`src/hdl/ksc_pkg.sv`:
```
`timescale 1ns / 1ps
// ============================================================================
// ksc_pkg
// Shared types and constants of the kernel slot cache: field widths, boundary
// codes, result status codes, the controller command set and the slot entry.
// ============================================================================
package ksc_pkg;

    // Field widths
    localparam int DIM_W      = 11;
    localparam int RANK_W     = 2;
    localparam int BND_W      = 2;
    localparam int REF_W      = 5;
    localparam int CFG_W      = 5;
    localparam int USE_W      = 8;
    localparam int SIZE_W     = 30;
    localparam int TOTAL_W    = 34;
    localparam int SLOT_OUT_W = 4;

    // Boundary codes
    localparam logic [BND_W-1:0] BND_PERIODIC = 2'd0;
    localparam logic [BND_W-1:0] BND_TOP_ISO  = 2'd1;
    localparam logic [BND_W-1:0] BND_SUB_ISO  = 2'd2;
    localparam logic [BND_W-1:0] BND_UNDEF    = 2'd3;

    // Request codes and limits
    localparam logic              OP_RELEASE = 1'b1;
    localparam logic [REF_W-1:0]  REF_UNIT   = 5'd1;
    localparam logic [USE_W-1:0]  USE_MAX    = 8'hFF;
    localparam logic [SIZE_W-1:0] SIZE_MAX   = 30'h3FFF_FFFF;
    localparam logic [CFG_W-1:0]  CFG_RESET  = 5'd16;

    // Result status codes
    typedef enum logic [2:0] {
        ST_HIT     = 3'd0,
        ST_MISS    = 3'd1,
        ST_NO_FREE = 3'd2,
        ST_NO_CAP  = 3'd3,
        ST_BAD_BND = 3'd4,
        ST_BAD_REF = 3'd5,
        ST_RELEASE = 3'd6
    } t_status;

    // Commands from the controller to the datapath
    typedef enum logic [3:0] {
        CMD_NONE,
        CMD_LOAD,
        CMD_HSTART,
        CMD_HSCAN,
        CMD_FSTART,
        CMD_FSCAN,
        CMD_HIT_WRITE,
        CMD_REL_READ,
        CMD_REL_WRITE,
        CMD_EVICT,
        CMD_CLAIM,
        CMD_NO_FREE,
        CMD_NO_CAP,
        CMD_PUSH
    } t_cmd;

    // Status flags from the datapath to the controller
    typedef struct packed {
        logic is_release;
        logic bnd_undef;
        logic act_zero;
        logic found;
        logic scan_done;
        logic out_free;
    } t_dp_stat;

    // One slot of the cache
    typedef struct packed {
        logic [BND_W-1:0]  boundary;
        logic [DIM_W-1:0]  dim_x;
        logic [DIM_W-1:0]  dim_y;
        logic [DIM_W-1:0]  dim_z;
        logic [USE_W-1:0]  use_count;
        logic [SIZE_W-1:0] size;
    } t_entry;

endpackage

```
`src/hdl/ksc_ctrl.sv`:
```
`timescale 1ns / 1ps
// ============================================================================
// ksc_ctrl
// Sequencer of the slot cache: takes one request at a time and steps the
// datapath through hit scan, free-slot walk, claim or release, then hands
// the result to the output register.
// ============================================================================
module ksc_ctrl (
    input  logic               i_clk,
    input  logic               i_rst_n,
    input  logic               i_in_valid,
    output logic               o_in_stall,
    input  ksc_pkg::t_dp_stat  i_stat,
    output ksc_pkg::t_cmd      o_cmd
);

    typedef enum logic [3:0] {
        S_IDLE,
        S_DISPATCH,
        S_HSCAN,
        S_WRAP,
        S_FSCAN,
        S_HIT_WR,
        S_REL_WR,
        S_EVICT,
        S_CLAIM,
        S_DONE
    } t_state;

    t_state r_state;
    t_state n_state;
    logic   r_stall;

    // Next state and command
    always_comb begin
        n_state = r_state;
        o_cmd   = ksc_pkg::CMD_NONE;
        case (r_state)
            S_IDLE: begin
                if (i_in_valid && !r_stall) begin
                    o_cmd   = ksc_pkg::CMD_LOAD;
                    n_state = S_DISPATCH;
                end
            end
            S_DISPATCH: begin
                if (i_stat.is_release) begin
                    o_cmd   = ksc_pkg::CMD_REL_READ;
                    n_state = S_REL_WR;
                end else if (i_stat.act_zero) begin
                    o_cmd   = ksc_pkg::CMD_NO_CAP;
                    n_state = S_DONE;
                end else if (i_stat.bnd_undef) begin
                    n_state = S_WRAP;
                end else begin
                    o_cmd   = ksc_pkg::CMD_HSTART;
                    n_state = S_HSCAN;
                end
            end
            S_HSCAN: begin
                o_cmd = ksc_pkg::CMD_HSCAN;
                if (i_stat.found) begin
                    n_state = S_HIT_WR;
                end else if (i_stat.scan_done) begin
                    n_state = S_WRAP;
                end
            end
            S_WRAP: begin
                o_cmd   = ksc_pkg::CMD_FSTART;
                n_state = S_FSCAN;
            end
            S_FSCAN: begin
                // Walk went full circle: every active slot has users
                if (i_stat.scan_done) begin
                    o_cmd   = ksc_pkg::CMD_NO_FREE;
                    n_state = S_DONE;
                end else begin
                    o_cmd = ksc_pkg::CMD_FSCAN;
                    if (i_stat.found) begin
                        n_state = S_EVICT;
                    end
                end
            end
            S_HIT_WR: begin
                o_cmd   = ksc_pkg::CMD_HIT_WRITE;
                n_state = S_DONE;
            end
            S_REL_WR: begin
                o_cmd   = ksc_pkg::CMD_REL_WRITE;
                n_state = S_DONE;
            end
            S_EVICT: begin
                o_cmd   = ksc_pkg::CMD_EVICT;
                n_state = S_CLAIM;
            end
            S_CLAIM: begin
                o_cmd   = ksc_pkg::CMD_CLAIM;
                n_state = S_DONE;
            end
            S_DONE: begin
                if (i_stat.out_free) begin
                    o_cmd   = ksc_pkg::CMD_PUSH;
                    n_state = S_IDLE;
                end
            end
            default: begin
                n_state = S_IDLE;
            end
        endcase
    end

    // State and registered stall
    always_ff @(posedge i_clk) begin
        if (!i_rst_n) begin
            r_state <= S_IDLE;
            r_stall <= 1'b1;
        end else begin
            r_state <= n_state;
            r_stall <= (n_state != S_IDLE);
        end
    end

    assign o_in_stall = r_stall;

endmodule

```
`src/hdl/ksc_datapath.sv`:
```
`timescale 1ns / 1ps
// ============================================================================
// ksc_datapath
// Slot store, scan pointer, size multipliers, running total and output
// register of the slot cache. Acts on one command from the controller per
// cycle and reports the flags the controller branches on.
// ============================================================================
module ksc_datapath #(
    parameter int SLOTS = 16
) (
    input  logic                             i_clk,
    input  logic                             i_rst_n,
    // Configuration
    input  logic                             i_cfg_we,
    input  logic [ksc_pkg::CFG_W-1:0]        i_cfg_data,
    // Controller
    input  ksc_pkg::t_cmd                    i_cmd,
    output ksc_pkg::t_dp_stat                o_stat,
    // Request fields
    input  logic                             i_op,
    input  logic [ksc_pkg::RANK_W-1:0]       i_rank,
    input  logic [ksc_pkg::BND_W-1:0]        i_boundary,
    input  logic [ksc_pkg::DIM_W-1:0]        i_dim_x,
    input  logic [ksc_pkg::DIM_W-1:0]        i_dim_y,
    input  logic [ksc_pkg::DIM_W-1:0]        i_dim_z,
    input  logic [ksc_pkg::DIM_W-1:0]        i_real_dim_x,
    input  logic [ksc_pkg::DIM_W-1:0]        i_real_dim_y,
    input  logic [ksc_pkg::DIM_W-1:0]        i_real_dim_z,
    input  logic [ksc_pkg::REF_W-1:0]        i_refinement,
    // Result channel
    output logic                             o_out_valid,
    input  logic                             i_out_stall,
    output logic [2:0]                       o_status,
    output logic [ksc_pkg::SLOT_OUT_W-1:0]   o_slot,
    output logic                             o_evicted,
    output logic [ksc_pkg::TOTAL_W-1:0]      o_total_held
);

    localparam int IW   = (SLOTS > 1) ? $clog2(SLOTS) : 1;
    localparam int CW   = $clog2(SLOTS + 1);
    localparam int DW   = ksc_pkg::DIM_W;
    localparam int UW   = ksc_pkg::USE_W;
    localparam int TW   = ksc_pkg::TOTAL_W;
    localparam int SOW  = ksc_pkg::SLOT_OUT_W;
    localparam int P1W  = 2 * DW;
    localparam int P2W  = 3 * DW;

    // Configuration register
    logic [ksc_pkg::CFG_W-1:0]  r_cfg;
    logic [CW-1:0]              act;

    // Latched request
    logic                       r_op;
    logic [ksc_pkg::RANK_W-1:0] r_rank;
    logic [ksc_pkg::BND_W-1:0]  r_bnd;
    logic [DW-1:0]              r_dx;
    logic [DW-1:0]              r_dy;
    logic [DW-1:0]              r_dz;
    logic [DW-1:0]              r_rx;
    logic [DW-1:0]              r_ry;
    logic [DW-1:0]              r_rz;
    logic [ksc_pkg::REF_W-1:0]  r_ref;

    // Size products
    logic [DW-1:0]              size_base;
    logic [DW-1:0]              mul_y;
    logic [DW-1:0]              mul_z;
    logic [P1W-1:0]             r_p1;
    logic [P2W-1:0]             r_p2;
    logic [ksc_pkg::SIZE_W-1:0] r_size;

    // Slot store and its read port
    ksc_pkg::t_entry            r_mem [SLOTS];
    logic [SLOTS-1:0]           r_valid;
    ksc_pkg::t_entry            r_rd_data;
    logic                       r_rd_vld;
    logic [IW-1:0]              r_rd_idx;
    logic [IW-1:0]              rd_addr;
    ksc_pkg::t_entry            rd_ent;

    // Write port
    logic                       mem_we;
    logic [IW-1:0]              mem_waddr;
    ksc_pkg::t_entry            mem_wdata;

    // Scan
    logic [IW-1:0]              r_ptr;
    logic [CW-1:0]              r_cnt;
    logic                       r_rv;
    logic [CW-1:0]              ptr_plus;
    logic [IW-1:0]              ptr_next;
    logic                       scan_issue;
    logic                       key_match;
    logic                       match;
    logic                       found;
    logic                       scan_done;
    logic [CW-1:0]              next_adj;

    // Captured slot
    ksc_pkg::t_entry            r_ent;
    logic                       r_ent_vld;
    logic [IW-1:0]              r_sidx;

    // Cache-wide state
    logic [CW-1:0]              r_next;
    logic [IW-1:0]              r_cur;
    logic [TW-1:0]              r_total;

    // Claim checks
    logic                       bad_bnd;
    logic                       bad_ref;
    ksc_pkg::t_status           claim_status;

    // Pending result and output register
    ksc_pkg::t_status           r_res_status;
    logic [IW-1:0]              r_res_slot;
    logic                       r_res_ev;
    logic                       r_out_valid;
    ksc_pkg::t_status           r_out_status;
    logic [SOW-1:0]             r_out_slot;
    logic                       r_out_ev;
    logic [TW-1:0]              r_out_total;

    // Active slot count, clamped to the store depth
    always_comb begin
        if (32'(r_cfg) > SLOTS) begin
            act = CW'(SLOTS);
        end else begin
            act = CW'(r_cfg);
        end
    end

    // Slot as read: a slot not written since reset reads as empty, with an undefined boundary and all else zero
    always_comb begin
        if (r_rd_vld) begin
            rd_ent = r_rd_data;
        end else begin
            rd_ent = '{boundary: ksc_pkg::BND_UNDEF, default: '0};
        end
    end

    assign rd_addr = (i_cmd == ksc_pkg::CMD_REL_READ) ? r_cur : r_ptr;

    // Scan pointer steps round the active slots
    assign ptr_plus   = CW'(r_ptr) + CW'(1);
    assign ptr_next   = (ptr_plus == act) ? '0 : IW'(ptr_plus);
    assign scan_issue = ((i_cmd == ksc_pkg::CMD_HSCAN) || (i_cmd == ksc_pkg::CMD_FSCAN))
                        && (r_cnt != act);

    // Replacement pointer brought back into range before the walk
    always_comb begin
        if (r_next >= act) begin
            next_adj = (act == CW'(1)) ? '0 : CW'(1);
        end else begin
            next_adj = r_next;
        end
    end

    // Hit: same boundary and the first rank dims equal
    assign key_match = (rd_ent.boundary == r_bnd)
                       && ((r_rank < 2'd1) || (rd_ent.dim_x == r_dx))
                       && ((r_rank < 2'd2) || (rd_ent.dim_y == r_dy))
                       && ((r_rank < 2'd3) || (rd_ent.dim_z == r_dz));
    assign match     = (i_cmd == ksc_pkg::CMD_HSCAN) ? key_match
                                                      : (rd_ent.use_count == '0);
    assign found     = r_rv && match;
    assign scan_done = (r_cnt == act) && !r_rv;

    // Boundary and refinement checks of a claim
    assign bad_bnd = (r_bnd == ksc_pkg::BND_TOP_ISO) || (r_bnd == ksc_pkg::BND_UNDEF);
    assign bad_ref = ((r_bnd == ksc_pkg::BND_PERIODIC) && (r_ref != ksc_pkg::REF_UNIT))
                     || ((r_bnd == ksc_pkg::BND_SUB_ISO) && (r_ref <= ksc_pkg::REF_UNIT));

    always_comb begin
        if (bad_bnd) begin
            claim_status = ksc_pkg::ST_BAD_BND;
        end else if (bad_ref) begin
            claim_status = ksc_pkg::ST_BAD_REF;
        end else begin
            claim_status = ksc_pkg::ST_MISS;
        end
    end

    // Size factors: half padded x plus one, then y and z by rank
    assign size_base = {1'b0, r_rx[DW-1:1]} + DW'(1);
    assign mul_y     = (r_rank >= 2'd2) ? r_ry : DW'(1);
    assign mul_z     = (r_rank >= 2'd3) ? r_rz : DW'(1);

    // Write port: hit count up, release count down, claim fill
    always_comb begin
        mem_we    = 1'b0;
        mem_waddr = r_sidx;
        mem_wdata = r_ent;
        case (i_cmd)
            ksc_pkg::CMD_HIT_WRITE: begin
                mem_we = 1'b1;
                if (r_ent.use_count != ksc_pkg::USE_MAX) begin
                    mem_wdata.use_count = r_ent.use_count + UW'(1);
                end
            end
            ksc_pkg::CMD_REL_WRITE: begin
                mem_waddr           = r_cur;
                mem_wdata           = rd_ent;
                mem_wdata.use_count = rd_ent.use_count - UW'(1);
                mem_we              = (rd_ent.use_count != '0);
            end
            ksc_pkg::CMD_CLAIM: begin
                mem_we              = 1'b1;
                mem_wdata.boundary  = (claim_status == ksc_pkg::ST_MISS) ? r_bnd
                                                                         : ksc_pkg::BND_UNDEF;
                mem_wdata.use_count = UW'(1);
                mem_wdata.size      = r_size;
                if (r_rank >= 2'd1) begin
                    mem_wdata.dim_x = r_dx;
                end
                if (r_rank >= 2'd2) begin
                    mem_wdata.dim_y = r_dy;
                end
                if (r_rank >= 2'd3) begin
                    mem_wdata.dim_z = r_dz;
                end
            end
            default: begin
            end
        endcase
    end

    // Slot store: one write, one registered read per cycle
    always_ff @(posedge i_clk) begin
        if (mem_we) begin
            r_mem[mem_waddr] <= mem_wdata;
        end
        r_rd_data <= r_mem[rd_addr];
    end

    // Control state
    always_ff @(posedge i_clk) begin
        if (!i_rst_n) begin
            r_cfg       <= ksc_pkg::CFG_RESET;
            r_valid     <= '0;
            r_next      <= '0;
            r_cur       <= '0;
            r_total     <= '0;
            r_cnt       <= '0;
            r_rv        <= 1'b0;
            r_out_valid <= 1'b0;
        end else begin
            if (i_cfg_we) begin
                r_cfg <= i_cfg_data;
            end
            if (mem_we) begin
                r_valid[mem_waddr] <= 1'b1;
            end
            r_rv <= scan_issue;
            case (i_cmd)
                ksc_pkg::CMD_HSTART: begin
                    r_cnt <= '0;
                end
                ksc_pkg::CMD_FSTART: begin
                    r_cnt  <= '0;
                    r_next <= next_adj;
                end
                ksc_pkg::CMD_HSCAN, ksc_pkg::CMD_FSCAN: begin
                    if (scan_issue) begin
                        r_cnt <= r_cnt + CW'(1);
                    end
                end
                ksc_pkg::CMD_EVICT: begin
                    // Old size leaves the total; pointer moves past the claim
                    if (r_ent_vld) begin
                        r_total <= r_total - TW'(r_ent.size);
                    end
                    r_next <= CW'(r_sidx) + CW'(1);
                end
                ksc_pkg::CMD_CLAIM: begin
                    r_total <= r_total + TW'(r_size);
                    if (claim_status == ksc_pkg::ST_MISS) begin
                        r_cur <= r_sidx;
                    end
                end
                ksc_pkg::CMD_HIT_WRITE: begin
                    r_cur <= r_sidx;
                end
                default: begin
                end
            endcase
            // Output register valid
            if (i_cmd == ksc_pkg::CMD_PUSH) begin
                r_out_valid <= 1'b1;
            end else if (!i_out_stall) begin
                r_out_valid <= 1'b0;
            end
        end
    end

    // Payload registers
    always_ff @(posedge i_clk) begin
        r_rd_vld <= r_valid[rd_addr];
        r_rd_idx <= rd_addr;

        // Size product pipeline, runs freely off the latched request
        r_p1 <= P1W'(size_base) * P1W'(mul_y);
        r_p2 <= P2W'(r_p1) * P2W'(mul_z);
        if (r_p2 > P2W'(ksc_pkg::SIZE_MAX)) begin
            r_size <= ksc_pkg::SIZE_MAX;
        end else begin
            r_size <= r_p2[ksc_pkg::SIZE_W-1:0];
        end

        case (i_cmd)
            ksc_pkg::CMD_LOAD: begin
                r_op   <= i_op;
                r_rank <= i_rank;
                r_bnd  <= i_boundary;
                r_dx   <= i_dim_x;
                r_dy   <= i_dim_y;
                r_dz   <= i_dim_z;
                r_rx   <= i_real_dim_x;
                r_ry   <= i_real_dim_y;
                r_rz   <= i_real_dim_z;
                r_ref  <= i_refinement;
            end
            ksc_pkg::CMD_HSTART: begin
                r_ptr <= '0;
            end
            ksc_pkg::CMD_FSTART: begin
                r_ptr <= IW'(next_adj);
            end
            ksc_pkg::CMD_HSCAN, ksc_pkg::CMD_FSCAN: begin
                if (scan_issue) begin
                    r_ptr <= ptr_next;
                end
                if (found) begin
                    r_ent     <= rd_ent;
                    r_ent_vld <= r_rd_vld;
                    r_sidx    <= r_rd_idx;
                end
            end
            ksc_pkg::CMD_HIT_WRITE: begin
                r_res_status <= ksc_pkg::ST_HIT;
                r_res_slot   <= r_sidx;
                r_res_ev     <= 1'b0;
            end
            ksc_pkg::CMD_REL_WRITE: begin
                r_res_status <= ksc_pkg::ST_RELEASE;
                r_res_slot   <= r_cur;
                r_res_ev     <= 1'b0;
            end
            ksc_pkg::CMD_CLAIM: begin
                r_res_status <= claim_status;
                r_res_slot   <= r_sidx;
                r_res_ev     <= r_ent_vld;
            end
            ksc_pkg::CMD_NO_FREE: begin
                r_res_status <= ksc_pkg::ST_NO_FREE;
                r_res_slot   <= '0;
                r_res_ev     <= 1'b0;
            end
            ksc_pkg::CMD_NO_CAP: begin
                r_res_status <= ksc_pkg::ST_NO_CAP;
                r_res_slot   <= '0;
                r_res_ev     <= 1'b0;
            end
            ksc_pkg::CMD_PUSH: begin
                r_out_status <= r_res_status;
                r_out_slot   <= SOW'(r_res_slot);
                r_out_ev     <= r_res_ev;
                r_out_total  <= r_total;
            end
            default: begin
            end
        endcase
    end

    // Flags to the controller
    assign o_stat.is_release = (r_op == ksc_pkg::OP_RELEASE);
    assign o_stat.bnd_undef  = (r_bnd == ksc_pkg::BND_UNDEF);
    assign o_stat.act_zero   = (act == '0);
    assign o_stat.found      = found;
    assign o_stat.scan_done  = scan_done;
    assign o_stat.out_free   = !r_out_valid || !i_out_stall;

    assign o_out_valid  = r_out_valid;
    assign o_status     = r_out_status;
    assign o_slot       = r_out_slot;
    assign o_evicted    = r_out_ev;
    assign o_total_held = r_out_total;

`ifndef ASSERT_OFF
    // A claimed slot was free and lies inside the active range
    a_claim_free: assert property (@(posedge i_clk) disable iff (!i_rst_n)
        (i_cmd == ksc_pkg::CMD_CLAIM) |-> ((r_ent.use_count == '0) && (CW'(r_sidx) < act)))
        else $error("claim of a slot that has users or is out of range");

    // A hit carries the request's own, defined boundary
    a_hit_key: assert property (@(posedge i_clk) disable iff (!i_rst_n)
        (i_cmd == ksc_pkg::CMD_HIT_WRITE)
            |-> ((r_ent.boundary == r_bnd) && (r_bnd != ksc_pkg::BND_UNDEF)))
        else $error("hit on a slot with a different or undefined boundary");

    // Replacement pointer never goes past one beyond the last slot
    a_next_range: assert property (@(posedge i_clk) disable iff (!i_rst_n)
        (r_next <= CW'(SLOTS)))
        else $error("replacement pointer out of range");

    // Only a filled slot can have users to release
    a_rel_filled: assert property (@(posedge i_clk) disable iff (!i_rst_n)
        ((i_cmd == ksc_pkg::CMD_REL_WRITE) && (rd_ent.use_count != '0)) |-> r_rd_vld)
        else $error("release found users on an unfilled slot");
`endif

endmodule

```
`src/hdl/kernel_slot_cache_top.sv`:
```
`timescale 1ns / 1ps
// ============================================================================
// kernel_slot_cache_top
// Reference-counted round-robin cache of kernel slots keyed by boundary type
// and grid dimensions.
// ============================================================================
// Usage:
//   Request channel i_in_valid / o_in_stall carries a prepare (op 0) or a
//   release (op 1). Each request gives exactly one result on o_out_valid /
//   i_out_stall: status, slot, evicted flag and the total held size.
//   i_cfg_we writes active_slots; do so only while no request is in flight.
//   One request is worked at a time. A release steps down the count of the
//   slot last hit or claimed. A prepare with zero capacity gets no scan;
//   else it scans the slots for a hit and on a miss walks from the
//   replacement pointer to a free slot, or reports that none is free. An
//   undefined boundary skips the hit scan. Both scans read the slot store
//   one entry a cycle through its one read port. The request channel
//   reopens as the result enters the output register, even while that
//   result is stalled.
//   A stalled result holds in the output register; a further result waits
//   in the sequencer until it drains.
//   Reset (synchronous, active low) empties every slot, clears the total and
//   pointers and sets active_slots to 16; no clearing pass is needed.
// ============================================================================
module kernel_slot_cache_top #(
    parameter int SLOTS = 16
) (
    input  logic                             i_clk,
    input  logic                             i_rst_n,
    // Configuration
    input  logic                             i_cfg_we,
    input  logic [ksc_pkg::CFG_W-1:0]        i_cfg_data,
    // Request channel
    input  logic                             i_in_valid,
    output logic                             o_in_stall,
    input  logic                             i_op,
    input  logic [ksc_pkg::RANK_W-1:0]       i_rank,
    input  logic [ksc_pkg::BND_W-1:0]        i_boundary,
    input  logic [ksc_pkg::DIM_W-1:0]        i_dim_x,
    input  logic [ksc_pkg::DIM_W-1:0]        i_dim_y,
    input  logic [ksc_pkg::DIM_W-1:0]        i_dim_z,
    input  logic [ksc_pkg::DIM_W-1:0]        i_real_dim_x,
    input  logic [ksc_pkg::DIM_W-1:0]        i_real_dim_y,
    input  logic [ksc_pkg::DIM_W-1:0]        i_real_dim_z,
    input  logic [ksc_pkg::REF_W-1:0]        i_refinement,
    // Result channel
    output logic                             o_out_valid,
    input  logic                             i_out_stall,
    output logic [2:0]                       o_status,
    output logic [ksc_pkg::SLOT_OUT_W-1:0]   o_slot,
    output logic                             o_evicted,
    output logic [ksc_pkg::TOTAL_W-1:0]      o_total_held
);

    ksc_pkg::t_cmd     cmd;
    ksc_pkg::t_dp_stat stat;

    // Sequencer
    ksc_ctrl u_ctrl (
        .i_clk      (i_clk),
        .i_rst_n    (i_rst_n),
        .i_in_valid (i_in_valid),
        .o_in_stall (o_in_stall),
        .i_stat     (stat),
        .o_cmd      (cmd)
    );

    // Slot store, arithmetic and output register
    ksc_datapath #(
        .SLOTS (SLOTS)
    ) u_datapath (
        .i_clk        (i_clk),
        .i_rst_n      (i_rst_n),
        .i_cfg_we     (i_cfg_we),
        .i_cfg_data   (i_cfg_data),
        .i_cmd        (cmd),
        .o_stat       (stat),
        .i_op         (i_op),
        .i_rank       (i_rank),
        .i_boundary   (i_boundary),
        .i_dim_x      (i_dim_x),
        .i_dim_y      (i_dim_y),
        .i_dim_z      (i_dim_z),
        .i_real_dim_x (i_real_dim_x),
        .i_real_dim_y (i_real_dim_y),
        .i_real_dim_z (i_real_dim_z),
        .i_refinement (i_refinement),
        .o_out_valid  (o_out_valid),
        .i_out_stall  (i_out_stall),
        .o_status     (o_status),
        .o_slot       (o_slot),
        .o_evicted    (o_evicted),
        .o_total_held (o_total_held)
    );

endmodule
```
`config.mk`:
```
export PLATFORM = sky130hd
export DESIGN_NAME = kernel_slot_cache_top
export DESIGN_NICKNAME = d
export VERILOG_FILES = /design/src/hdl/ksc_pkg.sv /design/src/hdl/ksc_ctrl.sv /design/src/hdl/ksc_datapath.sv /design/src/hdl/kernel_slot_cache_top.sv
export SDC_FILE = /design/constraint.sdc
export NUM_CORES = 2
export LEC_CHECK = 0
export BUFFER_PORTS_ARGS = -buffer_cell sky130_fd_sc_hd__buf_2
export CORE_MARGIN = 1
export CORE_UTILIZATION = 41
export DETAILED_ROUTE_END_ITERATION = 16
export GPL_ROUTABILITY_DRIVEN = 0
export SYNTH_ARGS = -nofsm -noshare
export SYNTH_HDL_FRONTEND = slang
export SYNTH_SLANG_ARGS = --single-unit
```
`constraint.sdc`:
```
create_clock -name i_clk -period 10.01 [get_ports i_clk]
set_input_delay 2.002 -clock i_clk [delete_from_list [all_inputs] [get_ports i_clk]]
set_output_delay 2.002 -clock i_clk [all_outputs]
set_load 0.01 [all_outputs]
```
==> Word-level counts from Yosys, hierarchy flattened <==
Memory sizes are Yosys's and may differ from the RTL's. A register that Yosys moved wholly into a read port is not among the register bits.
Cells that the tools add are included.
{ "totals": {"regBits": 374, "mem_bits_rw": 1168, "out_inout_bits": 44, "n_memories": 1} }
{ "op_classes": {"n_addsub": 8, "n_mul": 2, "magnitude_cmp": 13, "eq_ne": 41, "muxes": 58, "bitwise_logic": 1, "reduce_logical": 47} }
{ "memory_table": {"columns": ["memory", "depth", "word_bits", "read_ports", "rd_clocked_by_memory_dff", "wr", "line", "source"], "rows": [
  ["u_datapath.r_mem", 16, 73, 1, 1, 1, "ksc_datapath.sv:73", "ksc_pkg::t_entry r_mem [SLOTS];"]
]} }
{ "op_table": {"columns": ["operator", "count"], "rows": [
  ["$mux 73", 1],
  ["$pmux 35 s2", 1],
  ["$mux 4", 17],
  ["$pmux 34 s2", 1],
  ["$pmux 30 s2", 1],
  ["$mux 11", 5],
  ["$pmux 4 s10", 1],
  ["$add 34x30->34", 1],
  ["$mux 34", 1],
  ["$sub 34x30->34", 1],
  ["$eq 11x11->1", 3],
  ["$gt 33x30->1 const B", 1],
  ["$mul 22x11->33", 1],
  ["$eq 4x3->1 const B", 8],
  ["$eq 4x4->1 const B", 8],
  ["$pmux 4 s8", 1],
  ["$pmux 4 s3", 2],
  ["$pmux 8 s3", 1],
  ["$mul 11x11->22", 1],
  ["$pmux 5 s2", 2],
  ["$eq 4x2->1 const B", 4],
  ["$or 16x16->16", 1],
  ["$mux 5", 3],
  ["$pmux 3 s5", 1],
  ["49 further kinds", 103]
]} }

==> Depth between registers and ports, before layout <==
{ "depth": {"depth_word": 13, "mapped_depth": 24, "ltp_nobuf": 23} }

==> By module <==
A second synthesis with hierarchy kept.
{ "hier_totals": {"cells_unflattened": 6646, "hier_area_um2": 76055.4} }
{ "modules_own_cells": {"columns": ["mod", "instances", "cells_per_inst", "area_per_inst_um2"], "rows": [
  ["ksc_datapath", 1, 6579, 75557.5],
  ["ksc_ctrl", 1, 67, 498.0]
]} }

==> Worst setup path before layout <==
Ideal clock, no wire load.
{ "synth_path": {"kind": "register -> register", "startpoint": "reg u_datapath.r_rd_vld", "endpoint": "reg u_datapath.r_ent[0] (netlist name) (enable)", "t_arrival_ns": 6.647, "required_time_ns": 9.388, "path_slack_ns": 2.741, "path_stages_with_launch": 9, "n_path_buf": 2, "synth_period_minus_slack_ns": 7.269, "path_cell_list": "dfxtp_1 > clkbuf_1 > buf_2 > nand2_1 > ha_1 > nand4_1 > inv_1 > nand2_1 > o21ai_0"} }
{ "synth_between": {"elab_chain_cells": 9, "elab_cells_between_ends": 15, "classes_between": "4 x eq/ne; 2 x mux; 9 x reduce/logical"} }
{ "synth_lines": {"columns": ["element", "line", "source"], "rows": [
  ["start: declaration", "ksc_datapath.sv:76", "logic r_rd_vld;"],
  ["start signal: assignment", "ksc_datapath.sv:298", "r_rd_vld <= r_valid[rd_addr];"],
  ["$mux 73 (*)", "ksc_datapath.sv:135", "if (r_rd_vld) begin"],
  ["$eq 11x11->1", "ksc_datapath.sv:161", "&& ((r_rank < 2'd1) || (rd_ent.dim_x == r_dx))"],
  ["$logic_or 1x1->1", "ksc_datapath.sv:161", null],
  ["$logic_and 1x1->1", "ksc_datapath.sv:161", null],
  ["$logic_and 1x1->1", "ksc_datapath.sv:162", "&& ((r_rank < 2'd2) || (rd_ent.dim_y == r_dy))"],
  ["$logic_and 1x1->1", "ksc_datapath.sv:163", "&& ((r_rank < 2'd3) || (rd_ent.dim_z == r_dz));"],
  ["$mux 1 (*)", "ksc_datapath.sv:164", "assign match = (i_cmd == ksc_pkg::CMD_HSCAN) ? key_match"],
  ["$logic_and 1x1->1 (*)", "ksc_datapath.sv:166", "assign found = r_rv && match;"],
  ["$reduce_and 2->1 (no line) (*)", null, null],
  ["end signal: assignment", "ksc_datapath.sv:334", "r_ent <= rd_ent;"],
  ["end: declaration", "ksc_datapath.sv:100", "ksc_pkg::t_entry r_ent;"]
]} }
Mark *: on every way between the ends. The rest lies on a longest branch, timed or not.
A chain may end at the register's enable or synchronous reset.

==> Final worst setup path <==
{ "layout_path": {"startpoint": "reg u_datapath.r_rank[1] (netlist name)", "endpoint": "reg u_datapath.r_p2[31]"} }
{ "layout_between": {"elab_chain_cells": 3} }
{ "layout_lines": {"columns": ["element", "line", "source"], "rows": [
  ["start: declaration", "ksc_datapath.sv:54", "logic [ksc_pkg::RANK_W-1:0] r_rank;"],
  ["start signal: assignment", "ksc_datapath.sv:313", "r_rank <= i_rank;"],
  ["$ge 2x2->1", "ksc_datapath.sv:187", "assign mul_z = (r_rank >= 2'd3) ? r_rz : DW'(1);"],
  ["$mux 11", "ksc_datapath.sv:187", null],
  ["$mul 22x11->33", "ksc_datapath.sv:303", "r_p2 <= P2W'(r_p1) * P2W'(mul_z);"],
  ["end signal: assignment", "ksc_datapath.sv:303", null],
  ["end: declaration", "ksc_datapath.sv:69", "logic [P2W-1:0] r_p2;"]
]} }
Every way passes these cells.

==> results.txt <==
CTS resizes -> 0
Starting density of the core -> 41.37%
Final nets -> 7149
Metal-1 WL -> 86.74 mm
Residual DRC count -> 0
Hold Path Class -> flop to flop
CP Cell Sequence -> buf_4 > and3_1 > nand2_1 > fa_1 > inv_1 > fa_1 > fa_1 > fa_1 > fa_1 > ha_1 > nand2_1 > nor2_1 > a31oi_1 > o211ai_1 > a22oi_1 > a31oi_1 > o31ai_1 > or4b_1 > o311ai_0
Syn-to-layout area delta -> 11.43%
Top FF cell, synth -> edfxtp_1
Worst-Margin Slew -> 1333 ps
Most frequent cell after synthesis -> nand2_1
Slew HR -> 10.20%
First-pass GRT wire length -> 298.9 mm
H-Tree Depth -> 4
Final ANT Viol Nets -> 0
CTS tree -> yes
Crit start category -> flop
Largest net degree at the start of global routing -> 192
Post-synth top area share -> 54.39%
DR top layer -> met5
IO Count -> 130
Critical Path End Type -> flop
Post-CTS Setup Bufs -> 0
Detail Placement HPWL -> 108.9 mm
Worst VDD drop -> 329.4 µV
Syn Nets -> 7141
Status -> finished, final reports clean
GRT Util Overall -> 20.97%
Clk buf depth -> 3
EDFF count, synth -> 1375
Clock skew -> 50.16 ps
Leak pwr -> 31.45 nW
Initial antenna violation count -> 3
PortBufs -> 128
RSZ-0062 raised after global routing -> no
Avg WL per Cell -> 21.42 µm
Largest cells by area after synthesis -> edfxtp_1 (54%), nand2_1 (8.1%), fa_1 (6.9%)
Total routed wirelength -> 197.8 mm
Setup tns final -> 0 ps
Die height -> 432.3 µm
Yosys top cell by area -> edfxtp_1
Max-cap violations -> 0
Post-synth top cells -> nand2_1 (1634), edfxtp_1 (1375), nand3_1 (695)
Netlist cell types -> 83
Crit-path max cell delay -> 880 ps
Max Slew Vio Count -> 0
Clk slew on worst S/H paths -> 60 ps
Average vias per placed instance -> 5.424
Register area share after synthesis -> 60.69%
Most used cell, CP -> fa_1
Gr ovfl total -> 0
Layout cells sized above 1 -> 7.605%
Final setup fails -> 0
Asr flop ratio synth -> 0%
Sinks on Clock Net -> 1614
DR vias -> 50100
Syn Inst Count -> 6618
Met3 Routed Length -> 12.05 mm
Drt initial violations -> 4880
Synth Warn # -> 0
Std-Cell Rows -> 157
Critical path's slowest cell -> and3_1
Die Width -> 432.3 µm
Hold buffers post-CTS -> 0
Met2 WL -> 94.18 mm
CP arrival -> 8010 ps
Post-layout min period -> 7300 ps
Critical-path maximum fanout -> 38
Core Area -> 183500 µm²
Pwr dens -> 283.7 nW/µm²
Crit path required time -> 10720 ps
Final hold viol count -> 0
CTS buffer count -> 170
Ant diodes -> 0
Number of global-route vias before repair -> 48880
Syn Std Cell Area -> 75910 µm²
Later-pin clock latency in the skew report -> 830 ps
Yosys reg bits -> 1614
Crit Path Class -> flop to flop
Root buf cell -> clkbuf_16
Drt first pass iters -> 6
Util after Layout -> 46.10%
Die area -> 186900 µm²
Final worst path period share -> 72.93%
Max Fclk -> 137.0 MHz
Synth Area per Inst -> 11.47 µm²
## per-layer routing
metal	track usage (%)	vias to the layer above
met3	3.117	295
met1	28.77	24950
met5	0	-
met2	34.44	1580
li1	-	23270
met4	6.185	2
## layout make-up
cell class                 instances  area, µm²
fill                           16640      98890
sequential                      1614      46080
multi-input combinational       4279      27200
clock buffer                     247       4737
tap                             2464       3083
timing repair buffer             211       1439
inverter                         350       1336
clock inverter                    71      708.2
## stage by stage
step / total power (W) / hold WS [ps] / setup WS (ps) / instance area [µm²] / cells
after floorplan: 0.01537 / 385.5 / 2741 / 75910 / 6618
after global placement: 0.01779 / 388.1 / 2828 / 79140 / 8918
after detailed placement: 0.01795 / 391.2 / 2737 / 79140 / 8918
after CTS: 0.02415 / 405.9 / 2701 / 84590 / 9236
after global routing: 0.02555 / 407.1 / 2310 / 84590 / 9236
final: 0.02400 / 404.8 / 2710 / 84590 / 9236
## path summary, 6_finish.rpt
path | startpoint | end | slack, ps | depth (start not counted)
hold reg to reg | u_datapath.r_rd_idx[2] | u_datapath.r_sidx[2] | 400 | 0
hold / removal | u_datapath.r_rd_idx[2] | u_datapath.r_sidx[2] | 400 | 0
setup reg to reg | u_datapath.r_rank[1] | u_datapath.r_p2[31] | 2710 | 19
setup / recovery | u_datapath.r_rank[1] | u_datapath.r_p2[31] | 2710 | 19
## critical path, delay by kind of cell (launching register included)
family,cells,cell delay (ps)
simple gates,5,1700
fa+ha+maj,6,2800
compound gates,6,1380
buf+inv,2,510
flops,1,750
## logic make-up (layout without fill, tap and decap cells)
kind of cell | count (synthesis) | in the layout | share of synthesized area [%]
compound gates | 656 | 656 | 6.098
xor+xnor | 141 | 141 | 1.627
fa+ha+maj | 437 | 437 | 9.774
buf+inv | 725 | 879 | 3.732
flops | 1614 | 1614 | 60.69
mux | 14 | 14 | 0.2077
simple gates | 3031 | 3031 | 17.87
## flip-flops by register name, summed over array words and instances (netlist names), 11 cells and up
register,cells
u_datapath.r_dy,11
u_datapath.o_total_held,34
u_datapath.r_rd_data,73
u_datapath.r_dz,11
u_datapath.r_p1,22
u_datapath.r_total,34
u_datapath.r_mem,1168
u_datapath.r_rz,11
u_datapath.r_p2,33
u_datapath.r_size,30
u_datapath.r_ent,73
u_datapath.r_valid,16
u_datapath.r_dx,11
u_datapath.r_ry,11
## where the power goes
part           internal [W]  switching (W)  leakage [nW]
clock network       0.00348        0.00269          2.65
logic               0.00328        0.00597          14.4
registers           0.00806       0.000513          14.4
## placed cells by master (no fill, tap or decap), drive strengths merged, types with 25 or more instances in the layout
cell type / count
nand2: 1634
edfxtp: 1375
nand3: 696
inv: 359
fa: 260
clkbuf: 247
dfxtp: 239
buf: 211
nor2: 206
and2: 185
ha: 177
a311oi: 152
o21ai: 109
and3: 107
a21oi: 101
a31oi: 96
xnor2: 92
clkinv: 54
xor2: 49
nand2b: 46
nor3: 40
a21o: 27
a22oi: 25
(Power assumes the default switching activity.)
